File: src/pdv_pkg.sv
// Package for the patch difference variance block.
// Holds register indexes, field widths and reset values shared by the files that import it.
// No dependencies.
`timescale 1ns / 1ps

package pdv_pkg;

  localparam int PIX_W     = 8;
  localparam int COST_W    = 24;
  localparam int PDIM_W    = 7;
  localparam int IDIM_W    = 12;
  localparam int CFG_W     = 12;
  localparam int CFG_IDX_W = 3;

  localparam logic [CFG_IDX_W-1:0] REG_PATCH_WIDTH  = 3'd0;
  localparam logic [CFG_IDX_W-1:0] REG_PATCH_HEIGHT = 3'd1;
  localparam logic [CFG_IDX_W-1:0] REG_IMAGE_WIDTH  = 3'd2;
  localparam logic [CFG_IDX_W-1:0] REG_IMAGE_HEIGHT = 3'd3;
  localparam logic [CFG_IDX_W-1:0] REG_X_OFFSET     = 3'd4;
  localparam logic [CFG_IDX_W-1:0] REG_Y_OFFSET     = 3'd5;

  localparam logic [PDIM_W-1:0] PATCH_WIDTH_RST  = 7'd8;
  localparam logic [PDIM_W-1:0] PATCH_HEIGHT_RST = 7'd8;
  localparam logic [IDIM_W-1:0] IMAGE_WIDTH_RST  = 12'd640;
  localparam logic [IDIM_W-1:0] IMAGE_HEIGHT_RST = 12'd480;

endpackage

File: src/pdv_queue.sv
// Two-entry queue of finished patch sums between front and back.
// Depends on nothing but its WIDTH parameter.
`timescale 1ns / 1ps

module pdv_queue #(
  parameter int WIDTH = 64
) (
  input  logic             clk,
  input  logic             rst_n,
  input  logic             push,
  input  logic [WIDTH-1:0] push_data,
  output logic             full,
  input  logic             pop,
  output logic [WIDTH-1:0] pop_data,
  output logic             empty
);

  logic [WIDTH-1:0] entry_r [2];
  logic             wr_ptr_r;
  logic             rd_ptr_r;
  logic [1:0]       count_r;
  logic [1:0]       count_nxt;

  assign full     = (count_r == 2'd2);
  assign empty    = (count_r == 2'd0);
  assign pop_data = entry_r[rd_ptr_r];

  always_comb begin
    count_nxt = count_r;
    if (push && !pop) begin
      count_nxt = count_r + 2'd1;
    end else if (pop && !push) begin
      count_nxt = count_r - 2'd1;
    end
  end

  always_ff @(posedge clk) begin
    if (push) begin
      entry_r[wr_ptr_r] <= push_data;
    end
  end

  always_ff @(posedge clk) begin
    if (!rst_n) begin
      wr_ptr_r <= 1'b0;
      rd_ptr_r <= 1'b0;
      count_r  <= 2'd0;
    end else begin
      if (push) begin
        wr_ptr_r <= ~wr_ptr_r;
      end
      if (pop) begin
        rd_ptr_r <= ~rd_ptr_r;
      end
      count_r <= count_nxt;
    end
  end

`ifndef SYNTHESIS
  a_no_push_full: assert property (@(posedge clk) disable iff (!rst_n) !(push && full))
    else $error("queue written while full");
  a_no_pop_empty: assert property (@(posedge clk) disable iff (!rst_n) !(pop && empty))
    else $error("queue read while empty");
  a_count_range: assert property (@(posedge clk) disable iff (!rst_n)
      (count_r != 2'd3) && ((wr_ptr_r == rd_ptr_r) == (count_r != 2'd1)))
    else $error("queue count and pointers disagree");
`endif

endmodule

File: src/pdv_front.sv
// Front end: configuration registers, patch position counters and the
// running count, sum and square sum of pixel differences. Uses pdv_pkg.
`timescale 1ns / 1ps

module pdv_front #(
  parameter int MAX_PATCH_DIM  = 64,
  parameter int IMAGE_DIM_BITS = 12,
  parameter int ENTRY_W        = 64
) (
  input  logic                          clk,
  input  logic                          rst_n,
  input  logic                          cfg_we,
  input  logic [pdv_pkg::CFG_IDX_W-1:0] cfg_index,
  input  logic [pdv_pkg::CFG_W-1:0]     cfg_wdata,
  input  logic                          in_valid,
  output logic                          in_stall,
  input  logic [pdv_pkg::PIX_W-1:0]     in_patch_pixel,
  input  logic [pdv_pkg::PIX_W-1:0]     in_image_pixel,
  output logic                          q_push,
  output logic [ENTRY_W-1:0]            q_data,
  input  logic                          q_full
);

  import pdv_pkg::*;

  localparam int IMG_BITS = (IMAGE_DIM_BITS < IDIM_W) ? IMAGE_DIM_BITS : IDIM_W;
  localparam int CNT_W    = $clog2(MAX_PATCH_DIM + 1);
  localparam int DIM_W    = (CNT_W > PDIM_W) ? CNT_W : PDIM_W;
  localparam int SUM_W    = ((CNT_W > IMG_BITS) ? CNT_W : IMG_BITS) + 1;
  localparam int NW       = $clog2(MAX_PATCH_DIM * MAX_PATCH_DIM + 1);
  localparam int SW       = NW + PIX_W + 1;
  localparam int QW       = NW + 2 * PIX_W;

  logic [PDIM_W-1:0]   patch_width_r;
  logic [PDIM_W-1:0]   patch_height_r;
  logic [IMG_BITS-1:0] image_width_r;
  logic [IMG_BITS-1:0] image_height_r;
  logic [IMG_BITS-1:0] x_offset_r;
  logic [IMG_BITS-1:0] y_offset_r;

  logic [CNT_W-1:0]    col_r;
  logic [CNT_W-1:0]    row_r;
  logic [NW-1:0]       n_r;
  logic signed [SW-1:0] s_r;
  logic [QW-1:0]       q_r;

  logic [NW-1:0]       n_nxt;
  logic signed [SW-1:0] s_nxt;
  logic [QW-1:0]       q_nxt;

  logic [DIM_W-1:0]    eff_w;
  logic [DIM_W-1:0]    eff_h;
  logic [SUM_W-1:0]    img_col;
  logic [SUM_W-1:0]    img_row;
  logic                pair_in_image;
  logic                last_col;
  logic                last_row;
  logic                accept;
  logic signed [PIX_W:0]     diff;
  logic signed [2*PIX_W+1:0] diff_sq_full;

  function automatic logic [DIM_W-1:0] clamp_dim(input logic [PDIM_W-1:0] v);
    logic [DIM_W-1:0] ext;
    ext = DIM_W'(v);
    if (ext == '0) begin
      return DIM_W'(1);
    end else if (ext > DIM_W'(MAX_PATCH_DIM)) begin
      return DIM_W'(MAX_PATCH_DIM);
    end
    return ext;
  endfunction

  assign in_stall = q_full;
  assign accept   = in_valid && !q_full;

  assign eff_w    = clamp_dim(patch_width_r);
  assign eff_h    = clamp_dim(patch_height_r);
  assign last_col = (DIM_W'(col_r) + DIM_W'(1)) >= eff_w;
  assign last_row = (DIM_W'(row_r) + DIM_W'(1)) >= eff_h;

  assign img_col = SUM_W'(col_r) + SUM_W'(x_offset_r);
  assign img_row = SUM_W'(row_r) + SUM_W'(y_offset_r);
  assign pair_in_image = (img_col < SUM_W'(image_width_r)) &&
                         (img_row < SUM_W'(image_height_r));

  assign diff         = $signed({1'b0, in_patch_pixel}) - $signed({1'b0, in_image_pixel});
  assign diff_sq_full = diff * diff;

  always_comb begin
    n_nxt = n_r;
    s_nxt = s_r;
    q_nxt = q_r;
    if (pair_in_image) begin
      n_nxt = n_r + NW'(1);
      s_nxt = s_r + SW'(diff);
      q_nxt = q_r + QW'(diff_sq_full[2*PIX_W-1:0]);
    end
  end

  // The patch closes on the last column of the last row; the sums of that
  // beat, its own pair included, go to the queue.
  assign q_push = accept && last_col && last_row;
  assign q_data = {n_nxt, s_nxt, q_nxt};

  always_ff @(posedge clk) begin
    if (!rst_n) begin
      patch_width_r  <= PATCH_WIDTH_RST;
      patch_height_r <= PATCH_HEIGHT_RST;
      image_width_r  <= IMAGE_WIDTH_RST[IMG_BITS-1:0];
      image_height_r <= IMAGE_HEIGHT_RST[IMG_BITS-1:0];
      x_offset_r     <= '0;
      y_offset_r     <= '0;
    end else if (cfg_we) begin
      unique case (cfg_index)
        REG_PATCH_WIDTH:  patch_width_r  <= cfg_wdata[PDIM_W-1:0];
        REG_PATCH_HEIGHT: patch_height_r <= cfg_wdata[PDIM_W-1:0];
        REG_IMAGE_WIDTH:  image_width_r  <= cfg_wdata[IMG_BITS-1:0];
        REG_IMAGE_HEIGHT: image_height_r <= cfg_wdata[IMG_BITS-1:0];
        REG_X_OFFSET:     x_offset_r     <= cfg_wdata[IMG_BITS-1:0];
        REG_Y_OFFSET:     y_offset_r     <= cfg_wdata[IMG_BITS-1:0];
        default: ;
      endcase
    end
  end

  always_ff @(posedge clk) begin
    if (!rst_n) begin
      col_r <= '0;
      row_r <= '0;
      n_r   <= '0;
      s_r   <= '0;
      q_r   <= '0;
    end else if (accept) begin
      if (!last_col) begin
        col_r <= col_r + CNT_W'(1);
        n_r   <= n_nxt;
        s_r   <= s_nxt;
        q_r   <= q_nxt;
      end else if (!last_row) begin
        col_r <= '0;
        row_r <= row_r + CNT_W'(1);
        n_r   <= n_nxt;
        s_r   <= s_nxt;
        q_r   <= q_nxt;
      end else begin
        col_r <= '0;
        row_r <= '0;
        n_r   <= '0;
        s_r   <= '0;
        q_r   <= '0;
      end
    end
  end

endmodule

File: src/pdv_back.sv
// Back end: turns one patch's count, sum and square sum into the Q.8
// variance with three multipliers and a bit-serial divider. Uses pdv_pkg.
`timescale 1ns / 1ps

module pdv_back #(
  parameter int MAX_PATCH_DIM = 64,
  parameter int ENTRY_W       = 64
) (
  input  logic                       clk,
  input  logic                       rst_n,
  input  logic                       q_empty,
  input  logic [ENTRY_W-1:0]         q_data,
  output logic                       q_pop,
  output logic                       out_valid,
  input  logic                       out_stall,
  output logic [pdv_pkg::COST_W-1:0] out_cost_q8,
  output logic                       out_empty_overlap
);

  import pdv_pkg::*;

  localparam int NW     = $clog2(MAX_PATCH_DIM * MAX_PATCH_DIM + 1);
  localparam int SW     = NW + PIX_W + 1;
  localparam int QW     = NW + 2 * PIX_W;
  localparam int MAG_W  = SW - 1;
  localparam int NUM_W  = NW + QW;
  localparam int DEN_W  = 2 * NW;
  localparam int FRAC_W = 8;
  localparam int LO_W   = COST_W;
  localparam int CNT_W  = $clog2(COST_W);

  localparam logic [2:0] ST_IDLE = 3'd0;
  localparam logic [2:0] ST_MUL  = 3'd1;
  localparam logic [2:0] ST_SUB  = 3'd2;
  localparam logic [2:0] ST_PREP = 3'd3;
  localparam logic [2:0] ST_DIV  = 3'd4;
  localparam logic [2:0] ST_FIN  = 3'd5;

  logic [2:0]           state_r;
  logic [NW-1:0]        n_r;
  logic signed [SW-1:0] s_r;
  logic [QW-1:0]        q_r;
  logic [NUM_W-1:0]     prod_r;
  logic [NUM_W-1:0]     s2_r;
  logic [NUM_W-1:0]     num_r;
  logic [DEN_W-1:0]     den_r;
  logic [DEN_W-1:0]     rem_r;
  logic [LO_W-1:0]      lo_r;
  logic [COST_W-1:0]    quot_r;
  logic [CNT_W-1:0]     cnt_r;
  logic                 empty_r;
  logic                 out_valid_r;
  logic [COST_W-1:0]    out_cost_r;
  logic                 out_empty_r;

  logic [MAG_W-1:0]     s_mag;
  logic [SW-1:0]        s_neg;
  logic [DEN_W-1:0]     hi_part;
  logic [DEN_W:0]       trial;
  logic                 trial_ge;
  logic                 out_free;

  assign s_neg    = SW'(-s_r);
  assign s_mag    = s_r[SW-1] ? s_neg[MAG_W-1:0] : s_r[MAG_W-1:0];
  // num * 256 / den: the quotient bits above COST_W come from num >> 16.
  assign hi_part  = num_r[NUM_W-1 -: DEN_W];
  assign trial    = {rem_r, lo_r[LO_W-1]};
  assign trial_ge = trial >= {1'b0, den_r};
  assign out_free = !out_valid_r || !out_stall;

  assign q_pop             = (state_r == ST_IDLE) && !q_empty;
  assign out_valid         = out_valid_r;
  assign out_cost_q8       = out_cost_r;
  assign out_empty_overlap = out_empty_r;

  always_ff @(posedge clk) begin
    case (state_r)
      ST_IDLE: begin
        n_r     <= q_data[ENTRY_W-1 -: NW];
        s_r     <= q_data[QW+SW-1 -: SW];
        q_r     <= q_data[QW-1:0];
        empty_r <= (q_data[ENTRY_W-1 -: NW] == '0);
        quot_r  <= '0;
      end
      ST_MUL: begin
        prod_r <= NUM_W'(n_r * q_r);
        s2_r   <= NUM_W'(s_mag * s_mag);
        den_r  <= DEN_W'(n_r * n_r);
      end
      ST_SUB: begin
        num_r <= prod_r - s2_r;
      end
      ST_PREP: begin
        rem_r  <= hi_part;
        lo_r   <= {num_r[LO_W-FRAC_W-1:0], {FRAC_W{1'b0}}};
        cnt_r  <= CNT_W'(COST_W - 1);
        quot_r <= (hi_part >= den_r) ? {COST_W{1'b1}} : '0;
      end
      ST_DIV: begin
        rem_r  <= trial_ge ? DEN_W'(trial - {1'b0, den_r}) : trial[DEN_W-1:0];
        lo_r   <= {lo_r[LO_W-2:0], 1'b0};
        quot_r <= {quot_r[COST_W-2:0], trial_ge};
        cnt_r  <= cnt_r - CNT_W'(1);
      end
      default: ;
    endcase
    if (state_r == ST_FIN && out_free) begin
      out_cost_r  <= quot_r;
      out_empty_r <= empty_r;
    end
  end

  always_ff @(posedge clk) begin
    if (!rst_n) begin
      state_r     <= ST_IDLE;
      out_valid_r <= 1'b0;
    end else begin
      if (state_r == ST_FIN && out_free) begin
        out_valid_r <= 1'b1;
      end else if (!out_stall) begin
        out_valid_r <= 1'b0;
      end
      unique case (state_r)
        ST_IDLE: begin
          if (!q_empty) begin
            state_r <= (q_data[ENTRY_W-1 -: NW] == '0) ? ST_FIN : ST_MUL;
          end
        end
        ST_MUL:  state_r <= ST_SUB;
        ST_SUB:  state_r <= ST_PREP;
        ST_PREP: state_r <= (hi_part >= den_r) ? ST_FIN : ST_DIV;
        ST_DIV: begin
          if (cnt_r == '0) begin
            state_r <= ST_FIN;
          end
        end
        ST_FIN: begin
          if (out_free) begin
            state_r <= ST_IDLE;
          end
        end
        default: state_r <= ST_IDLE;
      endcase
    end
  end

`ifndef SYNTHESIS
  a_pop_only_idle: assert property (@(posedge clk) disable iff (!rst_n)
      q_pop |-> (state_r == ST_IDLE))
    else $error("queue popped outside idle");
  a_div_rem_bound: assert property (@(posedge clk) disable iff (!rst_n)
      (state_r == ST_DIV) |-> (rem_r < den_r))
    else $error("divider remainder not below divisor");
  a_empty_zero: assert property (@(posedge clk) disable iff (!rst_n)
      (out_valid_r && out_empty_r) |-> (out_cost_r == '0))
    else $error("empty overlap result with nonzero cost");
`endif

endmodule

File: src/patch_difference_variance_top.sv
// Top level of the patch difference variance block.
// Instantiates pdv_front, pdv_queue and pdv_back; uses pdv_pkg.
`timescale 1ns / 1ps

// Usage:
// The input channel carries one beat per patch pixel in row-major order,
// each with the image pixel at the same placed position. The front end
// takes one beat per cycle while in_stall is low and keeps count, sum and
// square sum of the differences for pairs inside the image. When the last
// pixel of a patch is taken, those sums go into a two-entry queue and the
// counters clear. The back end turns each queued patch into one output
// beat: the Q.8 variance of the differences, or cost 0 with empty_overlap
// set when no pair fell inside. A patch passes through the back end as the
// pop, a multiply step, a subtract step, one divider setup step, 24 steps
// of the restoring divider and the output step; an empty overlap goes from
// the pop straight to the output step. in_stall rises while the queue is
// full, so patches that come faster than the back end finishes them back
// up the input.
// The output register holds its beat while out_stall is high, and the back
// end can finish the next patch behind it meanwhile.
// Reset (rst_n low at a clock edge) restores the configuration registers
// and clears counters, sums, the queue and any pending output beat.
// Configuration writes take effect at the next edge.

module patch_difference_variance_top #(
  parameter int MAX_PATCH_DIM  = 64,
  parameter int IMAGE_DIM_BITS = 12
) (
  input  logic                          clk,
  input  logic                          rst_n,
  input  logic                          cfg_we,
  input  logic [pdv_pkg::CFG_IDX_W-1:0] cfg_index,
  input  logic [pdv_pkg::CFG_W-1:0]     cfg_wdata,
  input  logic                          in_valid,
  output logic                          in_stall,
  input  logic [pdv_pkg::PIX_W-1:0]     in_patch_pixel,
  input  logic [pdv_pkg::PIX_W-1:0]     in_image_pixel,
  output logic                          out_valid,
  input  logic                          out_stall,
  output logic [pdv_pkg::COST_W-1:0]    out_cost_q8,
  output logic                          out_empty_overlap
);

  import pdv_pkg::*;

  localparam int NW      = $clog2(MAX_PATCH_DIM * MAX_PATCH_DIM + 1);
  localparam int ENTRY_W = NW + (NW + PIX_W + 1) + (NW + 2 * PIX_W);

  logic               q_push;
  logic [ENTRY_W-1:0] q_push_data;
  logic               q_full;
  logic               q_pop;
  logic [ENTRY_W-1:0] q_pop_data;
  logic               q_empty;

  pdv_front #(
    .MAX_PATCH_DIM (MAX_PATCH_DIM),
    .IMAGE_DIM_BITS(IMAGE_DIM_BITS),
    .ENTRY_W       (ENTRY_W)
  ) u_front (
    .clk           (clk),
    .rst_n         (rst_n),
    .cfg_we        (cfg_we),
    .cfg_index     (cfg_index),
    .cfg_wdata     (cfg_wdata),
    .in_valid      (in_valid),
    .in_stall      (in_stall),
    .in_patch_pixel(in_patch_pixel),
    .in_image_pixel(in_image_pixel),
    .q_push        (q_push),
    .q_data        (q_push_data),
    .q_full        (q_full)
  );

  pdv_queue #(
    .WIDTH(ENTRY_W)
  ) u_queue (
    .clk      (clk),
    .rst_n    (rst_n),
    .push     (q_push),
    .push_data(q_push_data),
    .full     (q_full),
    .pop      (q_pop),
    .pop_data (q_pop_data),
    .empty    (q_empty)
  );

  pdv_back #(
    .MAX_PATCH_DIM(MAX_PATCH_DIM),
    .ENTRY_W      (ENTRY_W)
  ) u_back (
    .clk              (clk),
    .rst_n            (rst_n),
    .q_empty          (q_empty),
    .q_data           (q_pop_data),
    .q_pop            (q_pop),
    .out_valid        (out_valid),
    .out_stall        (out_stall),
    .out_cost_q8      (out_cost_q8),
    .out_empty_overlap(out_empty_overlap)
  );

endmodule

File: config.mk
export PLATFORM = sky130hd
export DESIGN_NAME = patch_difference_variance_top
export DESIGN_NICKNAME = d
export VERILOG_FILES = /design/src/pdv_pkg.sv /design/src/pdv_queue.sv /design/src/pdv_front.sv /design/src/pdv_back.sv /design/src/patch_difference_variance_top.sv
export SDC_FILE = /design/constraint.sdc
export NUM_CORES = 2
export LEC_CHECK = 0
export BUFFER_PORTS_ARGS = -buffer_cell sky130_fd_sc_hd__buf_2
export CAP_MARGIN = 20
export CORE_UTILIZATION = 45
export CTS_BUF_LIST = sky130_fd_sc_hd__clkbuf_2
export DETAILED_ROUTE_END_ITERATION = 7
export PLACE_DENSITY = 0.59
export SYNTH_ARGS = -nofsm -noshare
export SYNTH_HDL_FRONTEND = slang
export SYNTH_SLANG_ARGS = --single-unit
File: constraint.sdc
create_clock -name clk -period 8.75 [get_ports clk]
set_clock_uncertainty 0.05 [all_clocks]
set_input_delay 0.875 -clock clk [delete_from_list [all_inputs] [get_ports clk]]
set_output_delay 0.875 -clock clk [all_outputs]
set_load 0.05 [all_outputs]
==> tab_implementation.tex <==
\begin{tabular}{lr}
\hline
Metric & Value \\
\hline
\multicolumn{2}{l}{\textbf{Cells and area}} \\
Count of nets after finishing & 7,494 \\
Layout filler cell count & 12,450 \\
Design Area, Final & 64,620 um2 \\
Synthesis-to-layout area growth & 8.129\% \\
Proportion of layout cells with a drive suffix above 1 & 9.731\% \\
\multicolumn{2}{l}{\textbf{Synthesis}} \\
Number of unique standard cell types used by synthesis & 104 \\
Post-synth EDFFs & 439 \\
Portion of synthesized cell area occupied by the leading cell type & 25.46\% \\
Largest cells by area after synthesis & fa\_1 (25\%), edfxtp\_1 (22\%), ha\_1 (11\%) \\
Post-Syn Instances & 5,979 \\
Share of flip-flops with an asynchronous set or reset after synthesis & 0\% \\
Post-synthesis compound-gate area fraction & 9.990\% \\
Syn\_nets & 7,303 \\
Synth Area in XOR/XNOR & 4.499\% \\
Post-Syn Area & 59,770 um2 \\
Post-synthesis mux area share & 1.949\% \\
Synthesized flop and latch total & 588 \\
Most used flip-flop cell after synthesis & edfxtp\_1 \\
Register area share after synthesis & 27.05\% \\
Simple-gate share of the synthesized area & 12.13\% \\
Synth warn & 0 \\
Adder-Cell Fraction of Synth Area & 36.51\% \\
Synthesized area divided by synthesized cell count & 9.996 um2 \\
Area leader, netlist & fa\_1 \\
Dominant combinational cell family by area after synthesis & adder cells \\
\multicolumn{2}{l}{\textbf{Floorplan}} \\
Die span in y & 366.4 um \\
Std cell rows & 133 \\
Area of the die & 134,300 um2 \\
Num ports & 63 \\
Initial cell density of the core & 45.40\% \\
Die extent in x & 366.4 um \\
Core Footprint & 131,600 um2 \\
\multicolumn{2}{l}{\textbf{Worst setup path}} \\
Largest incremental delay on the critical path & 0.51 ns \\
Timing startpoint of the critical path & u\_back.s\_r[0] \\
CP most frequent cell & fa\_1 \\
Worst Reg-to-Reg Cells & 33 \\
Type of the worst setup path & flop to flop \\
Largest fanout on the critical path & 6 \\
Arrival time of the worst setup path & 9.43 ns \\
Kind of start point of the critical path & flop \\
Capture point of the critical path & u\_back.s2\_r[39] \\
Register-to-Register Setup Slack & 0.38 ns \\
Reg-to-reg critical path startpoint & u\_back.s\_r[0] \\
Worst Setup End Kind & flop \\
Capture instance of the worst register-to-register path & u\_back.s2\_r[39] \\
Cell at the slowest stage of the critical path & fa\_1 \\
Data required time of the critical path & 9.82 ns \\
\multicolumn{2}{l}{\textbf{Clocking}} \\
Number of buffers added by the clock tree synthesis step & 155 \\
Clk slew on worst S/H paths & 0.12 ns \\
Maximum clock path buffer count & 3 \\
Later-pin clock latency in the skew report & 1.52 ns \\
Clk sink count & 588 \\
TritonCTS clock tree & done \\
Clk root buf & clkbuf\_2 \\
Max H-tree Level & 4 \\
\multicolumn{2}{l}{\textbf{GRT}} \\
Overflow left after global routing & 0 \\
Vias in the first global route & 44,040 \\
Overall Global Routing Usage & 21.42\% \\
Largest net degree at the start of global routing & 81 \\
Initial antenna violation count & 4 \\
First-pass GRT wire length & 229.3 mm \\
\multicolumn{2}{l}{\textbf{Placement}} \\
Setup slack after placement & -0.05815 ns \\
Post-placement cell area & 62,510 um2 \\
Placer congestion estimate & 0.9072 \\
Half-perimeter wire length after placement & 109.1 mm \\
Count of input and output buffers & 62 \\
\multicolumn{2}{l}{\textbf{Hold path}} \\
Class of the tightest hold or removal check & primary input to flop \\
\multicolumn{2}{l}{\textbf{Detailed routing}} \\
Via Count & 41,340 \\
Average wire length per cell after detail routing & 17.36 um \\
Residual DRC & 0 \\
Final routed wirelength across all metal layers & 139.8 mm \\
DRT iter0 DRCs & 1,995 \\
Number of vias per cell after detailed routing & 5.136 \\
Remaining antenna violation count after routing & 0 \\
First-pass iteration count of the detailed router & 5 \\
\multicolumn{2}{l}{\textbf{Timing}} \\
Aggregate negative setup slack & 0 ns \\
Number of hold-slack violations in the final timing report & 0 \\
Achievable Freq & 119.5 MHz \\
Final count of negative-setup-slack endpoints & 0 \\
Pins Over Slew Limit & 0 \\
Worst hold-check slack & 0.2485 ns \\
Worst Max-Slew Pin Slew & 1.088 ns \\
Worst-case headroom to the max-slew limit & 27.23\% \\
Final critical path time including I/O delays and setup & 8.369 ns \\
Period Utilization, post-route & 95.65\% \\
Setup slack after layout & 0.3808 ns \\
\multicolumn{2}{l}{\textbf{Outcome}} \\
Outcome & complete, no violations \\
\multicolumn{2}{l}{\textbf{Flow run}} \\
Number of max-cap violations & 0 \\
\hline
\end{tabular}
==> critical path: cells and delay by family (launching register included) <==
kind	cells	cell delay [ns]
AO/OA/AOI/OAI	5	0.96
XOR/XNOR	2	0.35
adder cells (fa/ha/maj)	9	3.90
buffers and inverters	10	1.08
flip-flops	1	0.43
AND/OR/NAND/NOR	7	1.29
==> final cells by class <==
class / count / area, um2 / share of cell area [%]
well taps: 1755 / 2196 / 3.398
clock buffers: 209 / 1046 / 1.619
inverters: 1049 / 3941 / 6.099
flip-flops and latches: 588 / 16170 / 25.02
repair buffers: 229 / 1734 / 2.683
multi-input cells: 4147 / 39090 / 60.48
clock inverters: 67 / 442.9 / 0.6854
diodes: 5 / 12.51 / 0.01936
==> through the flow <==
step           cells  util, %
3_3_place_gp    7720    47.48
2_1_floorplan   5979        -
6_report        8049    49.10
3_5_place_dp    7721    47.49
5_1_grt         8049    49.10
4_1_cts         8039    48.95
==> kinds of logic after synthesis <==
logic type               Yosys count
buffers and inverters           1244
flip-flops                       588
AND/OR/NAND/NOR                 1579
XOR/XNOR                         307
multiplexers                     106
adder cells (fa/ha/maj)         1288
AO/OA/AOI/OAI                    867
==> cell usage after synthesis (16+ instances only) <==
master and count:
inv_1 1037, nand2_1 764, fa_1 760, ha_1 528, edfxtp_1 439, nor2_1 282, xnor2_1 229, a21oi_1 204
and2_1 189, clkbuf_1 176, dfxtp_1 149, a21o_1 141, o21ai_0 136, mux2_2 82, xor2_1 78, a21boi_0 69
nand3_1 69, nor2b_1 69, o21bai_1 48, nand2b_1 46, o21ai_1 37, nor3_1 36, a22oi_1 29, o21a_1 28
nand4_1 27, and3_1 26, mux2i_1 23, a31oi_1 20, or3_1 20, o31ai_1 18, o211ai_1 16
==> cells in the final DEF (no fill, tap or decap), drive strengths merged, types with 149 or more instances in the layout <==
cell type,netlist,layout
a21oi,212,212
and2,191,191
buf,19,186
clkbuf,176,210
dfxtp,149,149
edfxtp,439,439
fa,760,760
ha,528,528
inv,1040,1051
nand2,764,764
nor2,285,285
o21ai,177,177
xnor2,229,229
==> sequential cells by signal, indices dropped and copies added, names as in the netlist, 25 cells and up, named ones only <==
name,cells
u_back.den_r,25
u_back.num_r,42
u_back.prod_r,42
u_back.q_r,29
u_back.rem_r,26
u_back.s2_r,41
u_front.q_r,29
u_queue.entry_r,128
==> worst min-delay path by stage <==
stage | end | start | depth (start not counted)
4_1_cts | u_front.image_width_r[7] | cfg_wdata[7] | 4
6_report | u_front.x_offset_r[4] | cfg_wdata[4] | 4
3_3_place_gp | u_back.out_cost_q8[23] | u_back.quot_r[23] | 0
3_5_place_dp | u_back.out_empty_overlap | u_back.empty_r | 0
5_1_grt | u_front.image_width_r[7] | cfg_wdata[7] | 4
2_1_floorplan | u_back.out_cost_q8[23] | u_back.quot_r[23] | 0
==> timing repair <==
item | CTS | global route
endpoints found under the setup margin | 1 | 16
buffers inserted | 0 | 5
gates resized for setup | 2 | 36
gates cloned | 0 | 0
pin swaps | 1 | 5
endpoints found under the hold margin | 141 | 0
hold buffers | 42 | 0
==> layer usage <==
layer	wire (um)	up-vias	part of all wire [%]	global-route usage, %
met3	6533	222	4.7	2.966
met1	61140	20420	44	27.65
met4	4377	0	3.1	7.918
li1	-	19840	-	-
met2	67710	858	48	36.53
met5	0	-	0	0
Power is left out: the tool's default activity adds up to more than one toggle a clock period on the data nets, which glitch-free logic cannot reach.
